## src/rtl/tgkel_pkg.sv

```systemverilog
// Package for the touch gesture and key event latch.
// Holds the event codes, register indexes, reset values and the packed
// payload layouts. No dependencies.
`default_nettype none

package tgkel_pkg;

  // Event codes carried in the action field.
  typedef enum logic [2:0] {
    ACT_TOUCH_DOWN = 3'd0,
    ACT_TOUCH_MOVE = 3'd1,
    ACT_TOUCH_UP   = 3'd2,
    ACT_TICK       = 3'd3,
    ACT_KEY_DOWN   = 3'd4,
    ACT_KEY_UP     = 3'd5
  } action_t;

  // Bit positions in the event flags.
  localparam int unsigned EV_DOWN      = 0;
  localparam int unsigned EV_TAP       = 1;
  localparam int unsigned EV_SWIPE     = 2;
  localparam int unsigned EV_RELEASED  = 3;
  localparam int unsigned EV_LONG      = 4;
  localparam int unsigned EV_HOME_TAP  = 5;
  localparam int unsigned EV_HOME_LONG = 6;

  localparam int unsigned EV_W   = 7;
  localparam int unsigned MASK_W = 8;
  localparam int unsigned POS_W  = 10;
  localparam int unsigned MS_W   = 32;
  localparam int unsigned KEY_W  = 3;
  localparam int unsigned CFG_W  = 16;

  localparam logic [KEY_W-1:0] HOME_KEY = 3'd7;

  // Configuration register indexes.
  localparam logic [2:0] REG_SLOP       = 3'd0;
  localparam logic [2:0] REG_SWIPE_MIN  = 3'd1;
  localparam logic [2:0] REG_SWIPE_MAX  = 3'd2;
  localparam logic [2:0] REG_LONG_PRESS = 3'd3;
  localparam logic [2:0] REG_HOME_LONG  = 3'd4;

  // Reset values of the configuration registers.
  localparam logic [POS_W-1:0] SLOP_RESET       = 10'd28;
  localparam logic [POS_W-1:0] SWIPE_MIN_RESET  = 10'd60;
  localparam logic [CFG_W-1:0] SWIPE_MAX_RESET  = 16'd700;
  localparam logic [CFG_W-1:0] LONG_PRESS_RESET = 16'd500;
  localparam logic [CFG_W-1:0] HOME_LONG_RESET  = 16'd700;

  // Input payload, last field in the lowest bits.
  typedef struct packed {
    logic             pad;
    logic [MS_W-1:0]  now_ms;
    logic [KEY_W-1:0] key_index;
    logic [POS_W-1:0] pos_y;
    logic [POS_W-1:0] pos_x;
  } in_data_t;

  // Result payload, last field in the lowest bits.
  typedef struct packed {
    logic [3:0]        pad;
    logic [POS_W-1:0]  current_y;
    logic [POS_W-1:0]  current_x;
    logic              touch_active;
    logic [MS_W-1:0]   last_duration_ms;
    logic [POS_W-1:0]  end_y;
    logic [POS_W-1:0]  end_x;
    logic [POS_W-1:0]  start_y;
    logic [POS_W-1:0]  start_x;
    logic [MASK_W-1:0] held_mask;
    logic [MASK_W-1:0] released_mask;
    logic [MASK_W-1:0] pressed_mask;
    logic [EV_W-1:0]   event_flags;
  } out_data_t;

endpackage

`default_nettype wire

```

## src/rtl/touch_gesture_and_key_event_latch.sv

```systemverilog
// Top level of the touch gesture and key event latch.
// Uses tgkel_pkg for event codes, register indexes and payload layouts.
// Checked by tgkel_checker, which binds itself to this module.
`default_nettype none

// Channel   Direction  Handshake             Payload
// s_*       in         s_tvalid / s_tready   tuser action, tdata position, key, time
// m_*       out        m_tvalid / m_tready   tdata events, masks, points, duration
// cfg_*     in         cfg_valid / cfg_ready cfg_index register, cfg_data value
//
// One event is taken in every clock cycle while results are taken; an event
// passes through the input register and then the result register, with the
// gesture logic between them.
// Reset (rst, synchronous) empties both registers and returns every gesture,
// key and pending flag to zero and the configuration registers to defaults.
// When the result is not taken, the input register fills and then s_tready
// drops; nothing is lost and transfers resume in the cycle m_tready returns.
// Configuration writes are always taken (cfg_ready is tied high).

module touch_gesture_and_key_event_latch #(
  parameter int unsigned NUM_BUTTONS = 8
) (
  input  wire logic        clk,
  input  wire logic        rst,
  // Input events.
  input  wire logic        s_tvalid,
  output      logic        s_tready,
  // tuser: action [2:0]
  input  wire logic [2:0]  s_tuser,
  // tdata: pos_x [9:0], pos_y [19:10], key_index [22:20], now_ms [54:23], zero [55]
  input  wire logic [55:0] s_tdata,
  // Results.
  output      logic         m_tvalid,
  input  wire logic         m_tready,
  // tdata: event_flags [6:0], pressed_mask [14:7], released_mask [22:15],
  // held_mask [30:23], start_x [40:31], start_y [50:41], end_x [60:51],
  // end_y [70:61], last_duration_ms [102:71], touch_active [103],
  // current_x [113:104], current_y [123:114], zero [127:124]
  output      logic [127:0] m_tdata,
  // Configuration writes.
  input  wire logic         cfg_valid,
  output      logic         cfg_ready,
  input  wire logic [2:0]   cfg_index,
  input  wire logic [15:0]  cfg_data
);
  import tgkel_pkg::*;

  localparam int unsigned KEY_CMP_W = 5;

  // Configuration registers.
  logic [POS_W-1:0] slop_distance;
  logic [POS_W-1:0] swipe_min_distance;
  logic [CFG_W-1:0] swipe_max_ms;
  logic [CFG_W-1:0] long_press_ms;
  logic [CFG_W-1:0] home_long_ms;

  assign cfg_ready = 1'b1;

  always_ff @(posedge clk) begin
    if (rst) begin
      slop_distance      <= SLOP_RESET;
      swipe_min_distance <= SWIPE_MIN_RESET;
      swipe_max_ms       <= SWIPE_MAX_RESET;
      long_press_ms      <= LONG_PRESS_RESET;
      home_long_ms       <= HOME_LONG_RESET;
    end else if (cfg_valid && cfg_ready) begin
      case (cfg_index)
        REG_SLOP:       slop_distance      <= cfg_data[POS_W-1:0];
        REG_SWIPE_MIN:  swipe_min_distance <= cfg_data[POS_W-1:0];
        REG_SWIPE_MAX:  swipe_max_ms       <= cfg_data;
        REG_LONG_PRESS: long_press_ms      <= cfg_data;
        REG_HOME_LONG:  home_long_ms       <= cfg_data;
        default: ;
      endcase
    end
  end

  // Input register. It advances whenever the result register is free or
  // being emptied in this cycle.
  logic       in_v;
  logic [2:0] in_act;
  in_data_t   in_d;
  logic       out_free;
  logic       adv;

  assign out_free = !m_tvalid || m_tready;
  assign adv      = in_v && out_free;
  assign s_tready = !in_v || out_free;

  always_ff @(posedge clk) begin
    if (rst) begin
      in_v <= 1'b0;
    end else if (s_tvalid && s_tready) begin
      in_v <= 1'b1;
    end else if (adv) begin
      in_v <= 1'b0;
    end
  end

  always_ff @(posedge clk) begin
    if (s_tvalid && s_tready) begin
      in_act <= s_tuser;
      in_d   <= in_data_t'(s_tdata);
    end
  end

  // Gesture state.
  logic              touching, touching_next;
  logic [POS_W-1:0]  down_point_x, down_point_x_next;
  logic [POS_W-1:0]  down_point_y, down_point_y_next;
  logic [POS_W-1:0]  latest_x, latest_x_next;
  logic [POS_W-1:0]  latest_y, latest_y_next;
  logic [POS_W-1:0]  lift_point_x, lift_point_x_next;
  logic [POS_W-1:0]  lift_point_y, lift_point_y_next;
  logic [MS_W-1:0]   down_time, down_time_next;
  logic [MS_W-1:0]   touch_length, touch_length_next;
  logic              moved_too_far, moved_too_far_next;
  logic              long_fired, long_fired_next;
  logic              suppressed, suppressed_next;
  logic              home_held, home_held_next;
  logic [MS_W-1:0]   home_down_time, home_down_time_next;
  logic              home_long_done, home_long_done_next;
  logic [MASK_W-1:0] buttons_held, buttons_held_next;
  logic [MASK_W-1:0] pending_pressed, pending_pressed_next;
  logic [MASK_W-1:0] pending_released, pending_released_next;
  logic [EV_W-1:0]   pending_events, pending_events_next;
  logic [EV_W-1:0]   shown_events, shown_events_next;
  logic [MASK_W-1:0] shown_pressed, shown_pressed_next;
  logic [MASK_W-1:0] shown_released, shown_released_next;

  // Distances from the press point and elapsed times.
  logic [POS_W-1:0]  dx, dy, big;
  logic [MS_W-1:0]   touch_dur, home_dur;
  logic              key_is_button;
  logic [MASK_W-1:0] key_bit;

  always_comb begin
    dx        = (in_d.pos_x > down_point_x) ? in_d.pos_x - down_point_x
                                            : down_point_x - in_d.pos_x;
    dy        = (in_d.pos_y > down_point_y) ? in_d.pos_y - down_point_y
                                            : down_point_y - in_d.pos_y;
    big       = (dx > dy) ? dx : dy;
    touch_dur = in_d.now_ms - down_time;
    home_dur  = in_d.now_ms - home_down_time;
    key_is_button = (in_d.key_index != HOME_KEY) &&
                    ({{(KEY_CMP_W-KEY_W){1'b0}}, in_d.key_index} <
                     KEY_CMP_W'(NUM_BUTTONS));
    key_bit   = MASK_W'(1) << in_d.key_index;
  end

  always_comb begin
    touching_next         = touching;
    down_point_x_next     = down_point_x;
    down_point_y_next     = down_point_y;
    latest_x_next         = latest_x;
    latest_y_next         = latest_y;
    lift_point_x_next     = lift_point_x;
    lift_point_y_next     = lift_point_y;
    down_time_next        = down_time;
    touch_length_next     = touch_length;
    moved_too_far_next    = moved_too_far;
    long_fired_next       = long_fired;
    suppressed_next       = suppressed;
    home_held_next        = home_held;
    home_down_time_next   = home_down_time;
    home_long_done_next   = home_long_done;
    buttons_held_next     = buttons_held;
    pending_pressed_next  = pending_pressed;
    pending_released_next = pending_released;
    pending_events_next   = pending_events;
    shown_events_next     = shown_events;
    shown_pressed_next    = shown_pressed;
    shown_released_next   = shown_released;

    case (action_t'(in_act))
      ACT_TOUCH_DOWN: begin
        // A second press restarts the touch but keeps the suppression.
        touching_next       = 1'b1;
        down_point_x_next   = in_d.pos_x;
        down_point_y_next   = in_d.pos_y;
        latest_x_next       = in_d.pos_x;
        latest_y_next       = in_d.pos_y;
        down_time_next      = in_d.now_ms;
        moved_too_far_next  = 1'b0;
        long_fired_next     = 1'b0;
        pending_events_next[EV_DOWN] = 1'b1;
      end
      ACT_TOUCH_MOVE: begin
        latest_x_next = in_d.pos_x;
        latest_y_next = in_d.pos_y;
        if (touching && (dx > slop_distance || dy > slop_distance)) begin
          moved_too_far_next = 1'b1;
        end
      end
      ACT_TOUCH_UP: begin
        if (touching) begin
          touching_next     = 1'b0;
          lift_point_x_next = in_d.pos_x;
          lift_point_y_next = in_d.pos_y;
          touch_length_next = touch_dur;
          pending_events_next[EV_RELEASED] = 1'b1;
          if (!suppressed && !long_fired) begin
            if (big >= swipe_min_distance) begin
              // Long travel counts only when it was quick enough.
              if (touch_dur <= {{(MS_W-CFG_W){1'b0}}, swipe_max_ms}) begin
                pending_events_next[EV_SWIPE] = 1'b1;
              end
            end else begin
              pending_events_next[EV_TAP] = 1'b1;
            end
          end
        end
      end
      ACT_TICK: begin
        shown_pressed_next    = pending_pressed;
        shown_released_next   = pending_released;
        shown_events_next     = pending_events;
        pending_pressed_next  = '0;
        pending_released_next = '0;
        pending_events_next   = '0;
        if (touching && !moved_too_far && !long_fired && !suppressed &&
            touch_dur >= {{(MS_W-CFG_W){1'b0}}, long_press_ms}) begin
          long_fired_next = 1'b1;
          suppressed_next = 1'b1;
          pending_events_next[EV_LONG] = 1'b1;
        end
        if (home_held && !home_long_done &&
            home_dur >= {{(MS_W-CFG_W){1'b0}}, home_long_ms}) begin
          home_long_done_next = 1'b1;
          pending_events_next[EV_HOME_LONG] = 1'b1;
        end
        if (!touching) begin
          suppressed_next = 1'b0;
          long_fired_next = 1'b0;
        end
      end
      ACT_KEY_DOWN: begin
        if (in_d.key_index == HOME_KEY) begin
          home_held_next      = 1'b1;
          home_down_time_next = in_d.now_ms;
          home_long_done_next = 1'b0;
        end else if (key_is_button) begin
          buttons_held_next    = buttons_held | key_bit;
          pending_pressed_next = pending_pressed | key_bit;
        end
      end
      ACT_KEY_UP: begin
        if (in_d.key_index == HOME_KEY) begin
          if (home_held) begin
            home_held_next = 1'b0;
            if (!home_long_done) begin
              pending_events_next[EV_HOME_TAP] = 1'b1;
            end
          end
        end else if (key_is_button) begin
          buttons_held_next     = buttons_held & ~key_bit;
          pending_released_next = pending_released | key_bit;
        end
      end
      default: ;
    endcase
  end

  always_ff @(posedge clk) begin
    if (rst) begin
      touching         <= 1'b0;
      down_point_x     <= '0;
      down_point_y     <= '0;
      latest_x         <= '0;
      latest_y         <= '0;
      lift_point_x     <= '0;
      lift_point_y     <= '0;
      down_time        <= '0;
      touch_length     <= '0;
      moved_too_far    <= 1'b0;
      long_fired       <= 1'b0;
      suppressed       <= 1'b0;
      home_held        <= 1'b0;
      home_down_time   <= '0;
      home_long_done   <= 1'b0;
      buttons_held     <= '0;
      pending_pressed  <= '0;
      pending_released <= '0;
      pending_events   <= '0;
      shown_events     <= '0;
      shown_pressed    <= '0;
      shown_released   <= '0;
    end else if (adv) begin
      touching         <= touching_next;
      down_point_x     <= down_point_x_next;
      down_point_y     <= down_point_y_next;
      latest_x         <= latest_x_next;
      latest_y         <= latest_y_next;
      lift_point_x     <= lift_point_x_next;
      lift_point_y     <= lift_point_y_next;
      down_time        <= down_time_next;
      touch_length     <= touch_length_next;
      moved_too_far    <= moved_too_far_next;
      long_fired       <= long_fired_next;
      suppressed       <= suppressed_next;
      home_held        <= home_held_next;
      home_down_time   <= home_down_time_next;
      home_long_done   <= home_long_done_next;
      buttons_held     <= buttons_held_next;
      pending_pressed  <= pending_pressed_next;
      pending_released <= pending_released_next;
      pending_events   <= pending_events_next;
      shown_events     <= shown_events_next;
      shown_pressed    <= shown_pressed_next;
      shown_released   <= shown_released_next;
    end
  end

  // Result register: the state as it stands after the event.
  out_data_t res;

  always_ff @(posedge clk) begin
    if (rst) begin
      m_tvalid <= 1'b0;
    end else if (adv) begin
      m_tvalid <= 1'b1;
    end else if (m_tready) begin
      m_tvalid <= 1'b0;
    end
  end

  always_ff @(posedge clk) begin
    if (adv) begin
      res.pad              <= '0;
      res.event_flags      <= shown_events_next;
      res.pressed_mask     <= shown_pressed_next;
      res.released_mask    <= shown_released_next;
      res.held_mask        <= buttons_held_next;
      res.start_x          <= down_point_x_next;
      res.start_y          <= down_point_y_next;
      res.end_x            <= lift_point_x_next;
      res.end_y            <= lift_point_y_next;
      res.last_duration_ms <= touch_length_next;
      res.touch_active     <= touching_next;
      res.current_x        <= latest_x_next;
      res.current_y        <= latest_y_next;
    end
  end

  assign m_tdata = res;

endmodule

`default_nettype wire

```

## config.mk

```make
export PLATFORM = sky130hd
export DESIGN_NAME = touch_gesture_and_key_event_latch
export DESIGN_NICKNAME = d
export VERILOG_FILES = /design/src/rtl/tgkel_pkg.sv /design/src/rtl/touch_gesture_and_key_event_latch.sv
export SDC_FILE = /design/constraint.sdc
export NUM_CORES = 1
export LEC_CHECK = 0
export BUFFER_PORTS_ARGS = -buffer_cell sky130_fd_sc_hd__buf_2
export CAP_MARGIN = 20
export CORE_UTILIZATION = 62
export CTS_BUF_LIST = sky130_fd_sc_hd__clkbuf_4 sky130_fd_sc_hd__clkbuf_8
export DETAILED_ROUTE_END_ITERATION = 10
export GPL_TIMING_DRIVEN = 0
export PLACE_DENSITY = 0.82
export SLEW_MARGIN = 10
export SYNTH_ARGS = -nofsm -noshare
export SYNTH_HDL_FRONTEND = slang
export SYNTH_SLANG_ARGS = --single-unit
```

## constraint.sdc

```tcl
create_clock -name clk -period 6.8 [get_ports clk]
set_input_delay 0.34 -clock clk [delete_from_list [all_inputs] [get_ports clk]]
set_output_delay 0.34 -clock clk [all_outputs]
set_load 0.005 [all_outputs]
```

### After elaboration in Yosys (flattened, before gate mapping)

Cells that the tools add are included.
W data, S select, Z words.

* bitwise operators: 5
* reductions and logical operators: 50
* equal/unequal tests: 28
* multiplexer cells: 55
* add/sub/neg operators: 6
* shift-type cells: 1
* magnitude comparators: 9

Operator list (number)
* $mux W10: 11
* $mux W8: 10
* $ge A32 B16 Y1: 2
* $mux W32: 2
* $sub A32 B32 Y32: 2
* $gt A10 B10 Y1: 5
* $pmux W8 S2: 3
* $sub A10 B10 Y10: 4
* $le A32 B16 Y1: 1
* $ne A2 B2 Y1 const B: 15
* $or A8 B8 Y8: 3
* $mux W1: 18
* $reduce_and A2 Y1: 8
* $reduce_and A4 Y1: 4
* $reduce_bool A2 Y1: 8
* $reduce_and A3 Y1: 5
* $pmux W1 S2: 7
* $eq A3 B2 Y1 const B: 4
* $eq A3 B3 Y1 const B: 4
* $ge A10 B10 Y1: 1
* $logic_and A1 B1 Y1: 10
* $reduce_and A5 Y1: 2
* $and A8 B8 Y8: 1
* $not A8 Y8: 1
* 13 further kinds: 23

* output and inout bits: 131
* input bits: 83
* word-level logic and storage cells: 205
* flip-flop bits (word level): 468

### Depth between registers and ports, before layout

* depth after elaboration: 9
* mapped depth: 35
* gate-level depth less buffers: 33

### Worst setup path after synthesis

OpenSTA, ideal clock, no wires.

* kind: flip-flop to flip-flop
* from: register in_d[0] (netlist name)
* to: register pending_events[2]
* buffers on the path: 2
* cell stages (with the launch flop): 36
* data required time: 6.681 ns
* path slack: 1.153 ns
* library setup time: 0.119 ns
* data arrival time: 5.528 ns
* period minus slack after synthesis: 5.647 ns
* cells stage by stage: edfxtp_1 > inv_1 > ha_1 > inv_1 > fa_1 > a21oi_1 > o22ai_1 > o211ai_1 > nand2_1 > clkbuf_1 > a211oi_1 > a21oi_1 > a221oi_1 > o21ai_0 > xnor2_1 > inv_1 > ha_1 > nand4_1 > nor2_1 > a21oi_1 > o211ai_1 > and2_1 > clkbuf_1 > nand2_1 > o21ai_0 > ha_1 > nand2b_1 > a21oi_1 > nor2b_1 > o21ai_0 > a211oi_1 > a2111oi_0 > o21bai_1 > o21ai_0 > or3_1 > a21oi_1

* cells in the longest elaborated chain, start to end: 7
* elaborated cells on any way between the ends: 9
* those cells by class: add/sub (2); order compare (3); eq/ne (1); mux (2); reduce/logical (1)

RTL lines
* from (decl): RTL line touch_gesture_and_key_event_latch.sv:82 `in_data_t in_d;`
* from (signal assigned): RTL line touch_gesture_and_key_event_latch.sv:103 `in_d <= in_data_t'(s_tdata);`
* $sub A10 B10 Y10 (tied with other cells): RTL line touch_gesture_and_key_event_latch.sv:139 `: down_point_x - in_d.pos_x;`
* $mux W10 (*): RTL line touch_gesture_and_key_event_latch.sv:138 `dx = (in_d.pos_x > down_point_x) ? in_d.pos_x - down_point_x`
* $gt A10 B10 Y1: RTL line touch_gesture_and_key_event_latch.sv:142 `big = (dx > dy) ? dx : dy;`
* $mux W10 (*): RTL line touch_gesture_and_key_event_latch.sv:142
* $ge A10 B10 Y1 (*): RTL line touch_gesture_and_key_event_latch.sv:203 `if (big >= swipe_min_distance) begin`
* $ne A2 B2 Y1 (no line) (*)
* $reduce_and A6 Y1 (no line) (*)
* to (signal assigned): RTL line touch_gesture_and_key_event_latch.sv:307 `pending_events <= pending_events_next;`
* to (decl): RTL line touch_gesture_and_key_event_latch.sv:126 `logic [EV_W-1:0] pending_events, pending_events_next;`

Mark *: on every way between the ends. The rest lies on a longest branch, timed or not.
A chain may end at the register's enable or synchronous reset.

### Final worst setup path

* from: register in_d[14] (netlist name)
* to: register pending_events[2]

* cells in the longest elaborated chain, start to end: 7
* elaborated cells on any way between the ends: 9
* those cells by class: add/sub (2); order compare (3); eq/ne (1); mux (2); reduce/logical (1)

RTL lines
* $sub A10 B10 Y10 (tied with other cells): RTL line touch_gesture_and_key_event_latch.sv:141 `: down_point_y - in_d.pos_y;`
* $mux W10 (*): RTL line touch_gesture_and_key_event_latch.sv:140 `dy = (in_d.pos_y > down_point_y) ? in_d.pos_y - down_point_y`
* $gt A10 B10 Y1: RTL line touch_gesture_and_key_event_latch.sv:142
* $mux W10 (*): RTL line touch_gesture_and_key_event_latch.sv:142
* $ge A10 B10 Y1 (*): RTL line touch_gesture_and_key_event_latch.sv:203
* $ne A2 B2 Y1 (no line) (*)
* $reduce_and A6 Y1 (no line) (*)

Marked as above.

==> impl_metrics.yaml <==
sta:
  setup_viol: 0
  hold_violations: 0
  slew_violations: 0
  setup_tns_ns: 0
  max_freq_ghz: 0.154
  fin_crit_sh_pct: 95.6
  worst_slew_margin_rel_pct: 30.8
  whs_ns: 0.0344
  fin_skew_ns: 0.0348
  min_period_ns: 6.50
  tightest_slew_ns: 1.02
die:
  die_w_um: 200
  dieArea_mm2: 0.0401
  core_mm2: 0.0387
  start_util_pct: 62.9
  core.rowCount: 72
  pin_count: 214
  die_h_um: 200
grt:
  grt_pass1_vias: 21300
  antenna_found_initial: 0
  grt_pass1_wl_mm: 112
  grt_max_degree: 68
  grt_overflow: 0
  track_usage_pct: 35.3
clocking:
  cts.path.max_buffers: 3
  clk_latency_ns: 0.67
  cts_tree: "done"
  clk_pin_slew_ns: 0.07
  clkSinkCount: 468
  htreeDepth: 3
  numCtsBuffers: 77
  clockRootBuffer: "clkbuf_8"
yosys:
  synth-edff-count: 182
  yosysSeqAreaShare_pct: 45.9
  ys_warn_count: 0
  ys.flop_type: "dfxtp_1"
  ys_seq_elements: 468
  yosys.cell_types.count: 79
  synthCells: 2738
  ys_async_sr_fraction_pct: 0
  syn_area_per_cell_um2: 8.91
  synthesis.area_mm2: 0.0244
place:
  post_dp_cell_area_mm2: 0.0262
  port_buffers: 206
  dp_hpwl_mm: 52.4
  place.gp.congestion: 0.974
routing:
  routed_via_density: 5.87
  firstDrtPassIters: 8
  ant_nets: 0
  remaining_drc_errors: 0
  wl_mm: 72.4
  wl_per_cell_um: 19.6
  first_iter_violations: 1725
  via_count: 21700
power:
  p_total_uw: 6730
  power_density_mw_per_mm2: 235
  ir_drop_mv: 0.191
  total_leakage_power_uw: 0.0114
final_layout:
  final_area_mm2: 0.0287
  area_growth_pct: 17.6
  nNetsFinal: 3394
  diodes: 0
  drive_gt1_share_pct: 14.9
worst_setup_path:
  cp_max_fo: 6
  crit_arrival_ns: 7.08
  cpPeakStageDelay_ns: 0.53
  path_buf_inv: 3
  end_kind: "register"
  worst_setup_path_start_kind: "register"
  crit_path_top_delay_cell: "edfxtp_1"
  cp_top_family: "compound AO/OA/AOI/OAI gates"
  worst-setup-path-type: "register to register"
  crit_top_cell: "inv_1"
  crit_required_ns: 7.38
status:
  status: "completed"
flow_run:
  max_cap_viol_count: 0
hold_path:
  hold_class: "input pin to register"
[final cells by class]
type	count	area [um2]
Multi-Input combinational cell	1921	11900
Sequential cell	468	11200
Fill cell	2789	10100
Timing Repair Buffer	298	1950
Clock buffer	117	1450
Inverter	215	807
Tap cell	518	648
Buffer	136	556
Clock inverter	25	176
[state kept, by name, indices dropped and copies added, names as in the netlist, 8 cells and up]
signal and count:
shown_pressed 8, down_point_x 10, home_long_ms 16, latest_x 10, m_tdata 124, swipe_max_ms 16, swipe_min_distance 10, lift_point_x 10
lift_point_y 10, buttons_held 8, home_down_time 32, touch_length 32, down_point_y 10, down_time 32, latest_y 10, long_press_ms 16
pending_pressed 8, in_d 55, pending_released 8, slop_distance 10, shown_released 8
[worst register-to-register path, delay by kind of cell, from the launching register on]
family,cells,cell delay (ns)
and+or+nand+nor,5,0.86
buffers and inverters,3,0.30
AOI/OAI and AO/OA,14,2.98
DFF,1,0.53
muxes,2,0.45
adders and majority gates,3,0.97
xor gates and xnor gates,1,0.32
[routing by layer]
layer	wire length (um)	share of wire [%]	track usage (%)
met5	0	0	0
met4	3890	5.4	19.1
met3	5400	7.4	5.78
met2	35100	48	60.4
met1	28000	39	42.6
[cell usage in the layout, fill, tap and decap left out, drive strengths merged, types with 70 or more instances in the layout]
cell type    synthesis  routed
a21oi              318     318
inv                214     218
buf                 13     241
clkbuf             124     240
ha                 188     188
nor2               166     166
o21ai              122     122
mux2                71      71
dfxtp              286     286
dlygate4sd3          0      70
nand2              548     548
edfxtp             182     182
[power by group]
group	internal [uW]	switching, uW	leakage (uW)
Combinational	427	635	0.00650
Clock	1410	1190	0.000871
Sequential	3000	62.9	0.00407
[repair_timing]
item                                    4_1_cts  5_1_grt
buffers inserted                              1       17
pin swaps                                     0        6
gates resized for setup                       6       15
hold buffers                                 70        0
endpoints found under the setup margin        2        2
hold endpoints to repair                     85        0
[per-stage QoR]
step / utilization (%) / setup WS (ns) / cells
floorplan: - / 1.15 / 2741
global placement: 67.3 / -0.419 / 3465
detailed placement: 67.5 / -0.419 / 3469
CTS: 73.6 / 0.00898 / 3681
global route: 74.0 / -0.0170 / 3698
finish: 74.0 / 0.301 / 3698
[cells in the mapped netlist, types with 13 or more instances]
cell type,number,area (um2)
a31oi_1,15,93.8
nand4_1,38,238
a211oi_1,22,165
xnor2_1,42,368
ha_1,188,2350
mux2i_1,19,190
a21o_1,46,345
nor3_1,41,205
dfxtp_1,286,5730
inv_1,214,803
edfxtp_1,182,5470
clkbuf_1,123,462
nor2_1,166,623
nand3_1,27,135
nand2_1,547,2050
mux2_2,70,788
xor2_1,26,228
nor2b_1,21,131
nand2b_1,13,81.3
nand3b_1,24,180
o21ai_0,116,581
a21oi_1,318,1590
[logic make-up (layout without fill, tap and decap cells)]
kind of cell | Yosys count | after routing | synth area share, %
compound gates | 634 | 634 | 15.4
xor+xnor | 68 | 68 | 2.44
fa+ha+maj | 194 | 194 | 10.1
buf+inv | 352 | 791 | 5.57
flops | 468 | 468 | 45.9
mux | 90 | 90 | 4.07
other cells | 2 | 5 | 0.0308
simple gates | 930 | 930 | 16.4
[worst paths after layout]
kind	from	to	slack, ns	cells past startpoint
min reg2reg	shown_pressed[1]$_SDFFE_PP0P_	shown_pressed[1]$_SDFFE_PP0P_	0.45	2
max	in_d[14]$_DFFE_PP_	pending_events[2]$_SDFFE_PP0P_	0.30	28
min	cfg_data[3]	long_press_ms[3]$_SDFFE_PP0P_	0.03	3
max reg2reg	in_d[14]$_DFFE_PP_	pending_events[2]$_SDFFE_PP0P_	0.30	28
Note: power is estimated with default switching activity, not from simulation.
